[config.mk]
export PLATFORM = sky130hd
export DESIGN_NAME = refcounted_slot_allocator
export DESIGN_NICKNAME = d
export VERILOG_FILES = /design/src/rsa_pkg.sv /design/src/rsa_ram.sv /design/src/rsa_apb_regs.sv /design/src/rsa_engine.sv /design/src/refcounted_slot_allocator.sv
export SDC_FILE = /design/constraint.sdc
export NUM_CORES = 1
export LEC_CHECK = 0
export ABC_AREA = 1
export BUFFER_PORTS_ARGS = -buffer_cell sky130_fd_sc_hd__clkbuf_2
export CORE_MARGIN = 2
export CORE_UTILIZATION = 50
export DETAILED_ROUTE_END_ITERATION = 6
export HOLD_SLACK_MARGIN = 0.05
export PLACE_DENSITY_LB_ADDON = 0.12
export SETUP_SLACK_MARGIN = 0.2
export SYNTH_ARGS = -nofsm -noshare
export SYNTH_HDL_FRONTEND = slang
export SYNTH_SLANG_ARGS = --single-unit
export TNS_END_PERCENT = 100
[constraint.sdc]
create_clock -name clk -period 4.31 [get_ports clk]
set_clock_uncertainty 0.2 [all_clocks]
set_input_delay 0.862 -clock clk [delete_from_list [all_inputs] [get_ports clk]]
set_output_delay 0.862 -clock clk [all_outputs]
set_load 0.02 [all_outputs]
[src/rsa_pkg.sv]
`timescale 1ns / 1ps
// Shared types and constants for the reference-counted slot allocator.
// No dependencies; imported by rsa_apb_regs, rsa_engine and the top module.
package rsa_pkg;

	localparam int CODE_W   = 8;
	localparam int KEY_IN_W = 16;
	localparam int REF_W    = 16;
	localparam int STAT_W   = 3;
	localparam int MASK_W   = 32;
	localparam int APB_AW   = 3;
	localparam int APB_DW   = 32;

	localparam logic [REF_W-1:0] REF_MAX = 16'hFFFF;

	localparam logic CMD_ACQUIRE = 1'b0;
	localparam logic CMD_RELEASE = 1'b1;

	localparam logic [STAT_W-1:0] STAT_HIT       = 3'd0;
	localparam logic [STAT_W-1:0] STAT_NEW       = 3'd1;
	localparam logic [STAT_W-1:0] STAT_EXHAUSTED = 3'd2;
	localparam logic [STAT_W-1:0] STAT_HELD      = 3'd3;
	localparam logic [STAT_W-1:0] STAT_FREED     = 3'd4;
	localparam logic [STAT_W-1:0] STAT_UNKNOWN   = 3'd5;

	// Register indexes, selected by paddr[2]
	localparam logic REG_CODE_MIN = 1'b0;
	localparam logic REG_CODE_MAX = 1'b1;

	localparam logic [CODE_W-1:0] CODE_MIN_RST = 8'd1;
	localparam logic [CODE_W-1:0] CODE_MAX_RST = 8'd32;

	typedef struct packed {
		logic [CODE_W-1:0] code_min;
		logic [CODE_W-1:0] code_max;
	} cfg_t;

endpackage

[src/rsa_ram.sv]
`timescale 1ns / 1ps
// Generic single-write, single-read RAM with a registered read port.
// No dependencies.
module rsa_ram #(
	parameter int WIDTH = 32,
	parameter int DEPTH = 32
) (
	input  logic                                   clk,
	input  logic                                   we,
	input  logic [(DEPTH > 1 ? $clog2(DEPTH) : 1)-1:0] waddr,
	input  logic [WIDTH-1:0]                       wdata,
	input  logic                                   re,
	input  logic [(DEPTH > 1 ? $clog2(DEPTH) : 1)-1:0] raddr,
	output logic [WIDTH-1:0]                       rdata
);

	logic [WIDTH-1:0] mem [DEPTH];

	always_ff @(posedge clk) begin
		if (we) begin
			mem[waddr] <= wdata;
		end
		if (re) begin
			rdata <= mem[raddr];
		end
	end

endmodule

[src/rsa_apb_regs.sv]
`timescale 1ns / 1ps
// APB configuration registers: code_min and code_max.
// Depends on rsa_pkg.
module rsa_apb_regs
	import rsa_pkg::*;
(
	input  logic              clk,
	input  logic              arst_n,
	input  logic              psel,
	input  logic              penable,
	input  logic              pwrite,
	input  logic [APB_AW-1:0] paddr,
	input  logic [APB_DW-1:0] pwdata,
	output logic [APB_DW-1:0] prdata,
	output logic              pready,
	output cfg_t              cfg
);

	logic [CODE_W-1:0] code_min_q;
	logic [CODE_W-1:0] code_max_q;
	logic              wr_en;

	assign pready = 1'b1;
	assign wr_en  = psel && penable && pwrite && pready;

	always_ff @(posedge clk or negedge arst_n) begin
		if (!arst_n) begin
			code_min_q <= CODE_MIN_RST;
			code_max_q <= CODE_MAX_RST;
		end else if (wr_en) begin
			unique case (paddr[2])
				REG_CODE_MIN: code_min_q <= pwdata[CODE_W-1:0];
				REG_CODE_MAX: code_max_q <= pwdata[CODE_W-1:0];
				default:      code_min_q <= code_min_q;
			endcase
		end
	end

	always_comb begin
		unique case (paddr[2])
			REG_CODE_MIN: prdata = APB_DW'(code_min_q);
			REG_CODE_MAX: prdata = APB_DW'(code_max_q);
			default:      prdata = '0;
		endcase
	end

	assign cfg.code_min = code_min_q;
	assign cfg.code_max = code_max_q;

endmodule

[src/rsa_engine.sv]
`timescale 1ns / 1ps
// Slot engine: scans the owner/count RAM for a key match and the lowest free
// slot, then updates the entry and the in-use bits. Depends on rsa_pkg, rsa_ram.
module rsa_engine
	import rsa_pkg::*;
#(
	parameter int SLOT_COUNT = 32,
	parameter int KEY_BITS   = 16
) (
	input  logic                clk,
	input  logic                arst_n,
	input  cfg_t                cfg,
	input  logic                in_valid,
	output logic                in_ready,
	input  logic                command,
	input  logic [KEY_IN_W-1:0] owner_key,
	output logic                out_valid,
	input  logic                out_ready,
	output logic [CODE_W-1:0]   code_value,
	output logic [STAT_W-1:0]   status,
	output logic [REF_W-1:0]    references,
	output logic [MASK_W-1:0]   active_mask
);

	localparam int KEY_W  = (KEY_BITS < KEY_IN_W) ? KEY_BITS : KEY_IN_W;
	localparam int IDX_W  = (SLOT_COUNT > 1) ? $clog2(SLOT_COUNT) : 1;
	localparam int CNT_W  = $clog2(SLOT_COUNT + 1);
	localparam int DATA_W = KEY_W + REF_W;
	localparam logic [CNT_W-1:0] CNT_END = CNT_W'(SLOT_COUNT);

	localparam logic [1:0] S_IDLE   = 2'd0;
	localparam logic [1:0] S_SCAN   = 2'd1;
	localparam logic [1:0] S_UPDATE = 2'd2;

	logic [1:0]            state_q;
	logic                  cmd_q;
	logic [KEY_W-1:0]      key_q;
	logic [CNT_W-1:0]      rd_cnt_q;
	logic                  rd_v_s1;
	logic [IDX_W-1:0]      rd_idx_s1;
	logic                  found_q;
	logic [IDX_W-1:0]      hit_idx_q;
	logic [REF_W-1:0]      hit_refs_q;
	logic                  free_found_q;
	logic [IDX_W-1:0]      free_idx_q;
	logic [SLOT_COUNT-1:0] in_use_q;
	logic                  out_valid_q;

	logic                  rd_issue;
	logic [IDX_W-1:0]      rd_addr;
	logic [DATA_W-1:0]     rd_data;
	logic [KEY_W-1:0]      rd_owner;
	logic [REF_W-1:0]      rd_refs;
	logic                  rd_used;
	logic                  rd_hit;
	logic                  rd_in_range;
	logic [CODE_W-1:0]     eff_min;
	logic                  fire;

	logic                  upd_we;
	logic [IDX_W-1:0]      upd_idx;
	logic [REF_W-1:0]      upd_refs;
	logic [SLOT_COUNT-1:0] use_next;
	logic [CODE_W-1:0]     res_code;
	logic [STAT_W-1:0]     res_status;
	logic [REF_W-1:0]      res_refs;
	logic [REF_W-1:0]      inc_refs;
	logic [REF_W-1:0]      dec_refs;
	logic [CODE_W-1:0]     hit_code;
	logic [CODE_W-1:0]     free_code;

	assign eff_min  = (cfg.code_min == '0) ? CODE_W'(1) : cfg.code_min;
	assign in_ready = (state_q == S_IDLE);
	assign rd_issue = (state_q == S_SCAN) && (rd_cnt_q != CNT_END);
	assign rd_addr  = rd_cnt_q[IDX_W-1:0];

	rsa_ram #(
		.WIDTH(DATA_W),
		.DEPTH(SLOT_COUNT)
	) u_slot_ram (
		.clk  (clk),
		.we   (upd_we),
		.waddr(upd_idx),
		.wdata({key_q, upd_refs}),
		.re   (rd_issue),
		.raddr(rd_addr),
		.rdata(rd_data)
	);

	assign rd_owner = rd_data[DATA_W-1:REF_W];
	assign rd_refs  = rd_data[REF_W-1:0];
	assign rd_used  = in_use_q[rd_idx_s1];
	assign rd_hit   = rd_used && (rd_owner == key_q);
	// Offset is allocatable while min + offset stays at or below code_max
	assign rd_in_range = ({1'b0, eff_min} + (CODE_W + 1)'(rd_idx_s1))
		<= {1'b0, cfg.code_max};

	assign inc_refs  = (hit_refs_q == REF_MAX) ? REF_MAX : hit_refs_q + REF_W'(1);
	assign dec_refs  = (hit_refs_q == '0) ? '0 : hit_refs_q - REF_W'(1);
	assign hit_code  = eff_min + CODE_W'(hit_idx_q);
	assign free_code = eff_min + CODE_W'(free_idx_q);
	assign fire      = (state_q == S_UPDATE) && (!out_valid_q || out_ready);

	always_comb begin
		upd_we     = 1'b0;
		upd_idx    = hit_idx_q;
		upd_refs   = inc_refs;
		use_next   = in_use_q;
		res_code   = '0;
		res_status = STAT_EXHAUSTED;
		res_refs   = '0;
		if (cmd_q == CMD_ACQUIRE) begin
			priority if (found_q) begin
				upd_we     = fire;
				res_code   = hit_code;
				res_status = STAT_HIT;
				res_refs   = inc_refs;
			end else if (free_found_q) begin
				upd_we            = fire;
				upd_idx           = free_idx_q;
				upd_refs          = REF_W'(1);
				use_next[free_idx_q] = 1'b1;
				res_code          = free_code;
				res_status        = STAT_NEW;
				res_refs          = REF_W'(1);
			end else begin
				res_status = STAT_EXHAUSTED;
			end
		end else begin
			priority if (!found_q) begin
				res_status = STAT_UNKNOWN;
			end else if (dec_refs == '0) begin
				use_next[hit_idx_q] = 1'b0;
				res_code   = hit_code;
				res_status = STAT_FREED;
			end else begin
				upd_we     = fire;
				upd_refs   = dec_refs;
				res_code   = hit_code;
				res_status = STAT_HELD;
				res_refs   = dec_refs;
			end
		end
	end

	always_ff @(posedge clk or negedge arst_n) begin
		if (!arst_n) begin
			state_q      <= S_IDLE;
			rd_cnt_q     <= '0;
			rd_v_s1      <= 1'b0;
			found_q      <= 1'b0;
			free_found_q <= 1'b0;
			in_use_q     <= '0;
			out_valid_q  <= 1'b0;
		end else begin
			rd_v_s1 <= rd_issue;
			unique case (state_q)
				S_IDLE: begin
					if (in_valid) begin
						state_q      <= S_SCAN;
						rd_cnt_q     <= '0;
						found_q      <= 1'b0;
						free_found_q <= 1'b0;
					end
				end
				S_SCAN: begin
					if (rd_issue) begin
						rd_cnt_q <= rd_cnt_q + CNT_W'(1);
					end
					if (rd_v_s1) begin
						if (rd_hit && !found_q) begin
							found_q <= 1'b1;
						end
						if (!rd_used && rd_in_range && !free_found_q) begin
							free_found_q <= 1'b1;
						end
					end
					// Last read data has been checked
					if (!rd_issue && !rd_v_s1) begin
						state_q <= S_UPDATE;
					end
				end
				S_UPDATE: begin
					if (fire) begin
						state_q  <= S_IDLE;
						in_use_q <= use_next;
					end
				end
				default: state_q <= S_IDLE;
			endcase
			if (fire) begin
				out_valid_q <= 1'b1;
			end else if (out_ready) begin
				out_valid_q <= 1'b0;
			end
		end
	end

	// Payload registers
	always_ff @(posedge clk) begin
		rd_idx_s1 <= rd_addr;
		if (in_valid && in_ready) begin
			cmd_q <= command;
			key_q <= owner_key[KEY_W-1:0];
		end
		if (state_q == S_SCAN && rd_v_s1) begin
			if (rd_hit && !found_q) begin
				hit_idx_q  <= rd_idx_s1;
				hit_refs_q <= rd_refs;
			end
			if (!rd_used && rd_in_range && !free_found_q) begin
				free_idx_q <= rd_idx_s1;
			end
		end
		if (fire) begin
			code_value  <= res_code;
			status      <= res_status;
			references  <= res_refs;
			active_mask <= MASK_W'(use_next);
		end
	end

	assign out_valid = out_valid_q;

`ifndef NO_ASSERTIONS
	a_cnt_bound: assert property (@(posedge clk) disable iff (!arst_n)
		rd_cnt_q <= CNT_END)
		else $error("scan counter ran past the slot count");

	a_idle_no_read: assert property (@(posedge clk) disable iff (!arst_n)
		in_ready |-> !rd_v_s1)
		else $error("read still in flight while idle");

	a_new_slot_free: assert property (@(posedge clk) disable iff (!arst_n)
		(fire && cmd_q == CMD_ACQUIRE && !found_q && free_found_q)
		|-> !in_use_q[free_idx_q])
		else $error("allocated a slot already in use");

	a_fire_result: assert property (@(posedge clk) disable iff (!arst_n)
		fire |=> out_valid_q && state_q == S_IDLE)
		else $error("update did not produce a result");
`endif

endmodule

[src/refcounted_slot_allocator.sv]
`timescale 1ns / 1ps
// Reference-counted slot allocator. For each item (acquire or release of a key)
// the engine reads the owner/count RAM one slot per cycle to find a key match
// and the lowest free slot in range, then updates the entry and the in-use
// bits in its update state once the output register is free. The result is
// held in an output register, so the next item is accepted while it waits; a
// new item is not accepted until the previous one has left the update state.
// There is no clearing pass after reset; in-use bits live in flip-flops.
// Depends on rsa_pkg, rsa_apb_regs, rsa_engine.
module refcounted_slot_allocator
	import rsa_pkg::*;
#(
	parameter int SLOT_COUNT = 32,
	parameter int KEY_BITS   = 16
) (
	input  logic                clk,
	input  logic                arst_n,
	input  logic                psel,
	input  logic                penable,
	input  logic                pwrite,
	input  logic [APB_AW-1:0]   paddr,
	input  logic [APB_DW-1:0]   pwdata,
	output logic [APB_DW-1:0]   prdata,
	output logic                pready,
	input  logic                in_valid,
	output logic                in_ready,
	input  logic                command,
	input  logic [KEY_IN_W-1:0] owner_key,
	output logic                out_valid,
	input  logic                out_ready,
	output logic [CODE_W-1:0]   code_value,
	output logic [STAT_W-1:0]   status,
	output logic [REF_W-1:0]    references,
	output logic [MASK_W-1:0]   active_mask
);

	cfg_t cfg;

	rsa_apb_regs u_regs (
		.clk    (clk),
		.arst_n (arst_n),
		.psel   (psel),
		.penable(penable),
		.pwrite (pwrite),
		.paddr  (paddr),
		.pwdata (pwdata),
		.prdata (prdata),
		.pready (pready),
		.cfg    (cfg)
	);

	rsa_engine #(
		.SLOT_COUNT(SLOT_COUNT),
		.KEY_BITS  (KEY_BITS)
	) u_engine (
		.clk        (clk),
		.arst_n     (arst_n),
		.cfg        (cfg),
		.in_valid   (in_valid),
		.in_ready   (in_ready),
		.command    (command),
		.owner_key  (owner_key),
		.out_valid  (out_valid),
		.out_ready  (out_ready),
		.code_value (code_value),
		.status     (status),
		.references (references),
		.active_mask(active_mask)
	);

endmodule
======== Word-level counts from Yosys, hierarchy flattened ========
Memory sizes are Yosys's and may differ from the RTL's. A register that Yosys moved wholly into a read port is not among the register bits.
Index checks and enable logic that the tools add are counted.
word-level totals
  flip-flop bits (word level) ............. 167
  RAM bits ................................ 1024
  input bits .............................. 59
  memories kept ........................... 1
memories
  memory                   words  width  rd ports  clocked after memory_dff  wr ports  RTL line       text
  u_engine.u_slot_ram.mem  32     32     1         1                         1         rsa_ram.sv:17  logic [WIDTH-1:0] mem [DEPTH];
cells by class
  add/subtract/negate cells ............... 6
  $lt $le $gt $ge ......................... 6
  eq/ne operators ......................... 12
  multiplexer cells ....................... 60
  bitwise logic cells ..................... 4
  reductions and logical operators ........ 35
operators with widths
  cell                     number
  $mux W16                 11
  $mux W32                 5
  $pmux W32 S2             1
  $mux W8                  5
  $and A32 B32 Y32         1
  $logic_not A16 Y1        2
  $not A32 Y32             1
  $or A32 B32 Y32          1
  $lt A5 B6 Y1 const B     3
  $mux W1                  18
  $add A16 B1 Y16 const B  1
  $add A8 B5 Y8            2
  $eq A16 B16 Y1           1
  $eq A16 B16 Y1 const B   1
  $sub A16 B1 Y16 const B  1
  $mux W5                  3
  $logic_and A1 B1 Y1      13
  $mux W3                  4
  $mux W6                  2
  $pmux W6 S2              1
  $demux W1 S5             2
  $ge A5 B1 Y1 const B     2
  $reduce_and A2 Y1        5
  $add A8 B5 Y9            1
  19 further kinds         36

======== Longest topological paths before layout ========
  word-level depth ........................ 9
  mapped depth ............................ 21

======== By module ========
From an unflattened synthesis, not the netlist that was laid out.
second synthesis, totals
  cells, all modules ...................... 4772
  area, all modules ....................... 52550.4 µm²
modules (own cells, without submodules)
  module        times used  cells each  area each (µm²)  sequential area each (µm²)
  rsa_ram       1           3536        42726.0          31710.4
  rsa_engine    1           1111        8872.3           4264.1
  rsa_apb_regs  1           125         952.2            402.9

======== Worst setup path after synthesis ========
OpenSTA, ideal clock, no wires.
  path type ............................... flip-flop to flip-flop
  from .................................... register u_regs.code_min_q[5]
  to ...................................... register u_engine.free_idx_q[0], enable pin
  setup time .............................. 0.309 ns
  arrival ................................. 3.416 ns
  required time ........................... 3.801 ns
  setup slack ............................. 0.385 ns
  cell stages (with the launch flop) ...... 22
  buffers on the path ..................... 1
  period minus slack after synthesis ...... 3.925 ns
  cell sequence ........................... dfrtp_1 > inv_1 > clkbuf_1 > nand4_1 > o41ai_1 > ha_1 > inv_1 > fa_1 > o21ai_0 > a21oi_1 > nor2_1 > nand2_1 > nand2_1 > inv_1 > ha_1 > nand2_1 > inv_1 > o21ai_0 > a21boi_0 > o22ai_1 > nand3_1 > inv_1
between the ends
  cells in the longest elaborated chain, start to end .. 7
ends and longest elaborated chain
  element                                 RTL line            text
  start: declaration                      rsa_apb_regs.sv:19  logic [CODE_W-1:0] code_min_q;
  start signal: assignment                rsa_apb_regs.sv:32  REG_CODE_MIN: code_min_q <= pwdata[CODE_W-1:0];
  start signal: assignment                rsa_apb_regs.sv:34  default: code_min_q <= code_min_q;
  $logic_not A8 Y1                        rsa_engine.sv:72    assign eff_min = (cfg.code_min == '0) ? CODE_W'(1) : cfg.code_min;
  $mux W8 (*)                             rsa_engine.sv:72
  $add A8 B5 Y9 (*)                       rsa_engine.sv:95    assign rd_in_range = ({1'b0, eff_min} + (CODE_W + 1)'(rd_idx_s1))
  $le A9 B8 Y1 (*)                        rsa_engine.sv:96    <= {1'b0, cfg.code_max};
  $logic_and A1 B1 Y1 (*) (2 in series)   rsa_engine.sv:211   if (!rd_used && rd_in_range && !free_found_q) begin
  $reduce_and A2 Y1 (no source line) (*)  n/a
  end signal: assignment                  rsa_engine.sv:212   free_idx_q <= rd_idx_s1;
  end: declaration                        rsa_engine.sv:45    logic [IDX_W-1:0] free_idx_q;
Mark *: on every way between the ends. The rest lies on a longest branch, timed or not.
A chain may end at the register's enable or synchronous reset.

======== Final worst setup path ========
  from .................................... register u_engine.hit_refs_q[0]
  to ...................................... memory u_engine.u_slot_ram.mem[22][22], enable pin
between the ends
  cells in the longest elaborated chain, start to end .. 8
  elaborated cells on any way between the ends .. 9
  those cells by class .................... add/sub: 1; mux: 6; reduce/logical: 2
ends and longest elaborated chain
  element                                                      RTL line           text
  start: declaration                                           rsa_engine.sv:43   logic [REF_W-1:0] hit_refs_q;
  start signal: assignment                                     rsa_engine.sv:209  hit_refs_q <= rd_refs;
  $sub A16 B1 Y16 / $logic_not A16 Y1 (equally long branches)  rsa_engine.sv:99   assign dec_refs = (hit_refs_q == '0) ? '0 : hit_refs_q - REF_W'(1);
  $mux W16 (*)                                                 rsa_engine.sv:99
  $logic_not A16 Y1 (*)                                        rsa_engine.sv:132  end else if (dec_refs == '0) begin
  $mux W1 (*)                                                  rsa_engine.sv:132
  $mux W1 (*)                                                  rsa_engine.sv:130  priority if (!found_q) begin
  $mux W1 (*)                                                  rsa_engine.sv:112  if (cmd_q == CMD_ACQUIRE) begin
  $mux W1 (*)                                                  rsa_ram.sv:20      if (we) begin
  $mux W1 (implied by the code) (*)                            rsa_ram.sv:21      mem[waddr] <= wdata;
  end: declaration                                             rsa_ram.sv:17
Marked as above.

==> metrics <==
outcome=finished with violations; failing checks=design-rule violations; Critical-path top delay cell=edfxtp_1; Hold Violations, Final=0; max incr delay on CP=370 ps; RD Place Congestion=0.874; EDFF count, synth=around 1200; clk root buf=clkbuf_16; die area=104000 um2; post-synth cell types=52; reg2reg end=u_engine.u_slot_ram.mem[22][22]; average routed wire per standard cell=24.6 um; synthesis-to-layout area growth=13.4%; CTS tree=built; Crit. path cell count=15; worst slew pin tran=1140 ps; crit-path max FO=23; Setup violations, final=0; Final nets=4329; share of cells above drive strength 1=0.128; Die Width=323 um; Slew Viols, Final=0; Leakage=~20 nW; Seq cells post-synth=1223; total congestion overflow=0; Final Util=0.574; Seq/Total Area, Yosys=0.716; r2r worst-path depth=15; number of global-route vias before repair=31400; CP Launch Type=flop; DRT iter0 DRCs=around 3800; worst vdd ir=between 0.4 and 0.5 mV; DRT Pass-1 Iters=7; GRT Total Usage=0.268; Worst-Skew Late Latency=720 ps; fmax=between 200 and 300 MHz; worst hold path class=primary input to flop; Pwr per Cell Area=between 500 and 600 nW/um2; asr flop ratio synth=0.0491; Top cell by count, worst path=nand2_1; Final ANT Viol Nets=0; Critical Path Source=u_engine.hit_refs_q[0]; fin crit period=3790 ps; RSZ-0062 raised after global routing=no; Worst-path clk slew=60 ps; via count=33700; DRC viols=1; I/O Pins=153; Max-cap violations=0; Avg Cell Area, Syn=~12 um2; dominant synthesized flop cell=edfxtp_1; Fin Setup TNS=0 ps; DR vias/cell=~5.9; Critical Path RT=4490 ps; Syn Std Cell Area=50800 um2; WP buf/inv=3; WL final=140000 um; core area=100000 um2; cts bufs inserted=between 100 and 150; IO buf count=101; CP Data Arrival Time=3970 ps; CP Capture Type=flop; effective utilization at floorplan=0.506; n_diodes=0; CTS max path bufs=3; # rows=between 100 and 150; reg2reg setup slack=between 500 and 600 ps; reg2reg start=u_engine.hit_refs_q[0]; pin count of the biggest net entering global routing=roughly 140; CP Cell Sequence=clkinv_1 > ha_1 > nand2_1 > nor2_2 > nand2_2 > nand3_1 > nand4_1 > nor2_1 > nand3_1 > nand2_1 > nand2_1 > nand3_2 > buf_4 > nor2_4 > buf_12; initial antenna violation count=2; hpwl dp=77200 um; H-Tree Depth=3; Post-CTS Setup Inserts=0; Die Span Y=323 um; Final Cycle Share=0.879; crit-path leading delay family=simple AND/OR/NAND/NOR gates; first-pass GRT wire length=205000 um; fill count=8226; Post-Syn Instances=4111; CP Capture Point=u_engine.u_slot_ram.mem[22][22]; crit path kind=flop to flop; clock tree sinks=1223; synth warn=0; normalized max-slew margin=0.223
==> Yosys cell counts, types with 3 or more instances <==
library cell	count	area share
buf_4	31	0.0046
xnor2_1	7	0.0012
dfxtp_1	5	0.0020
a21oi_1	85	0.0084
nor2_4	8	0.0018
ha_1	28	0.0069
and2_1	32	0.0039
dfrtp_1	58	0.029
nand3_2	7	0.0014
o221ai_1	95	0.016
or2_2	7	0.00086
nand4_2	29	0.0071
xor2_1	18	0.0031
nand3b_1	4	0.00059
buf_6	5	0.0011
edfxtp_1	1158	0.68
o21ai_0	609	0.060
nand2_1	326	0.024
inv_2	3	0.00022
nand4_1	22	0.0027
buf_2	51	0.0050
o22ai_1	176	0.022
fa_1	3	0.0012
a31oi_1	48	0.0059
buf_1	8	0.00059
inv_1	157	0.012
nor2_2	8	0.00099
a22o_1	4	0.00069
nor3_1	24	0.0024
clkbuf_1	181	0.013
nor2_1	702	0.052
nand3_1	157	0.015
buf_8	3	0.00089
nand2_2	7	0.00086
o211ai_1	25	0.0037
==> timing repair <==
item | in CTS | in global routing
hold endpoints to repair | 6 | 0
hold buffers | 1 | 0
setup endpoints to repair | 0 | 6
resized for setup | 0 | 4
==> placed cells by master (no fill, tap or decap), drive strengths merged, types with 85 or more instances in the layout <==
| cell type | count |
|---|---|
| nand2 | 334 |
| a21oi | 85 |
| o22ai | 176 |
| o21ai | 610 |
| edfxtp | 1158 |
| clkbuf | 260 |
| inv | 158 |
| nor2 | 719 |
| nand3 | 164 |
| buf | 159 |
| o221ai | 95 |
==> worst min path at each step <==
stage | startpoint | to | slack (ps) | depth (start not counted)
after floorplan | u_engine.rd_cnt_q[0] | u_engine.rd_idx_s1[0] | 170 | 0
after global placement | u_engine.u_slot_ram.rdata[8] | u_engine.hit_refs_q[8] | 200 | 0
after detailed placement | u_engine.u_slot_ram.rdata[6] | u_engine.hit_refs_q[6] | 200 | 0
after CTS | owner_key[12] | u_engine.key_q[12] | 90 | 1
after global routing | owner_key[12] | u_engine.key_q[12] | 100 | 1
final | owner_key[4] | u_engine.key_q[4] | 120 | 1
==> cell families after synthesis <==
logic type / after synthesis / share of synthesized area
other cells: 2 / 0.000148
simple gates: 1339 / 0.115
xor+xnor: 25 / 0.00431
compound gates: 1050 / 0.118
buf+inv: 441 / 0.0376
fa+ha+maj: 31 / 0.00808
flops: 1223 / 0.716
==> cell type report <==
cell class / instances / area [um2] / area share
clock inverters: 65 / 498 / 0.00865
well taps: 1357 / 1700 / 0.0295
multi-input cells: 2470 / 12900 / 0.224
clock buffers: 159 / 3290 / 0.0570
flip-flops and latches: 1223 / 36400 / 0.632
repair buffers: 261 / 2210 / 0.0384
inverters: 162 / 624 / 0.0108
==> report_power, final <==
part	switching (W)	internal [W]	total, W
clock network	0.00440	0.00569	0.0101
registers	0.000411	0.0135	0.0139
logic	0.00701	0.00301	0.0100
total	0.0118	0.0222	0.0341
==> metal layers <==
| metal | wire [um] | GRT usage | vias up |
|---|---|---|---|
| li1 | - | - | 15300 |
| met1 | 59900 | 0.384 | 16700 |
| met3 | 11100 | 0.0362 | 187 |
| met5 | 0 | 0 | - |
| met2 | 66100 | 0.434 | 1519 |
| met4 | 3060 | 0.0732 | 0 |
==> stage by stage <==
step | instances | total power [W] | setup WS [ps] | hold slack, ps | cell area, um2
6_report | 5697 | 0.0341 | 521 | 118 | 57600
2_1_floorplan | 4134 | 0.0205 | 385 | 174 | 50900
5_1_grt | 5697 | 0.0357 | 205 | 102 | 57600
3_3_place_gp | 5472 | 0.0240 | 276 | 201 | 53800
3_5_place_dp | 5472 | 0.0241 | 285 | 205 | 53800
4_1_cts | 5697 | 0.0341 | 243 | 85.5 | 57600
==> flip-flops by register name, indices dropped and copies added, names as in the netlist, 2 cells and up <==
name / cells
u_engine.rd_cnt_q: 6
u_engine.references: 16
u_regs.code_min_q: 8
u_engine.hit_refs_q: 16
u_engine.active_mask: 32
u_engine.rd_idx_s1: 5
u_engine.u_slot_ram.mem: 1024
u_engine.free_idx_q: 5
u_engine.key_q: 16
u_engine.hit_idx_q: 5
u_engine.state_q: 2
u_engine.in_use_q: 32
u_regs.code_max_q: 8
u_engine.status: 3
u_engine.code_value: 8
u_engine.u_slot_ram.rdata: 32
(Power assumes the default switching activity.)
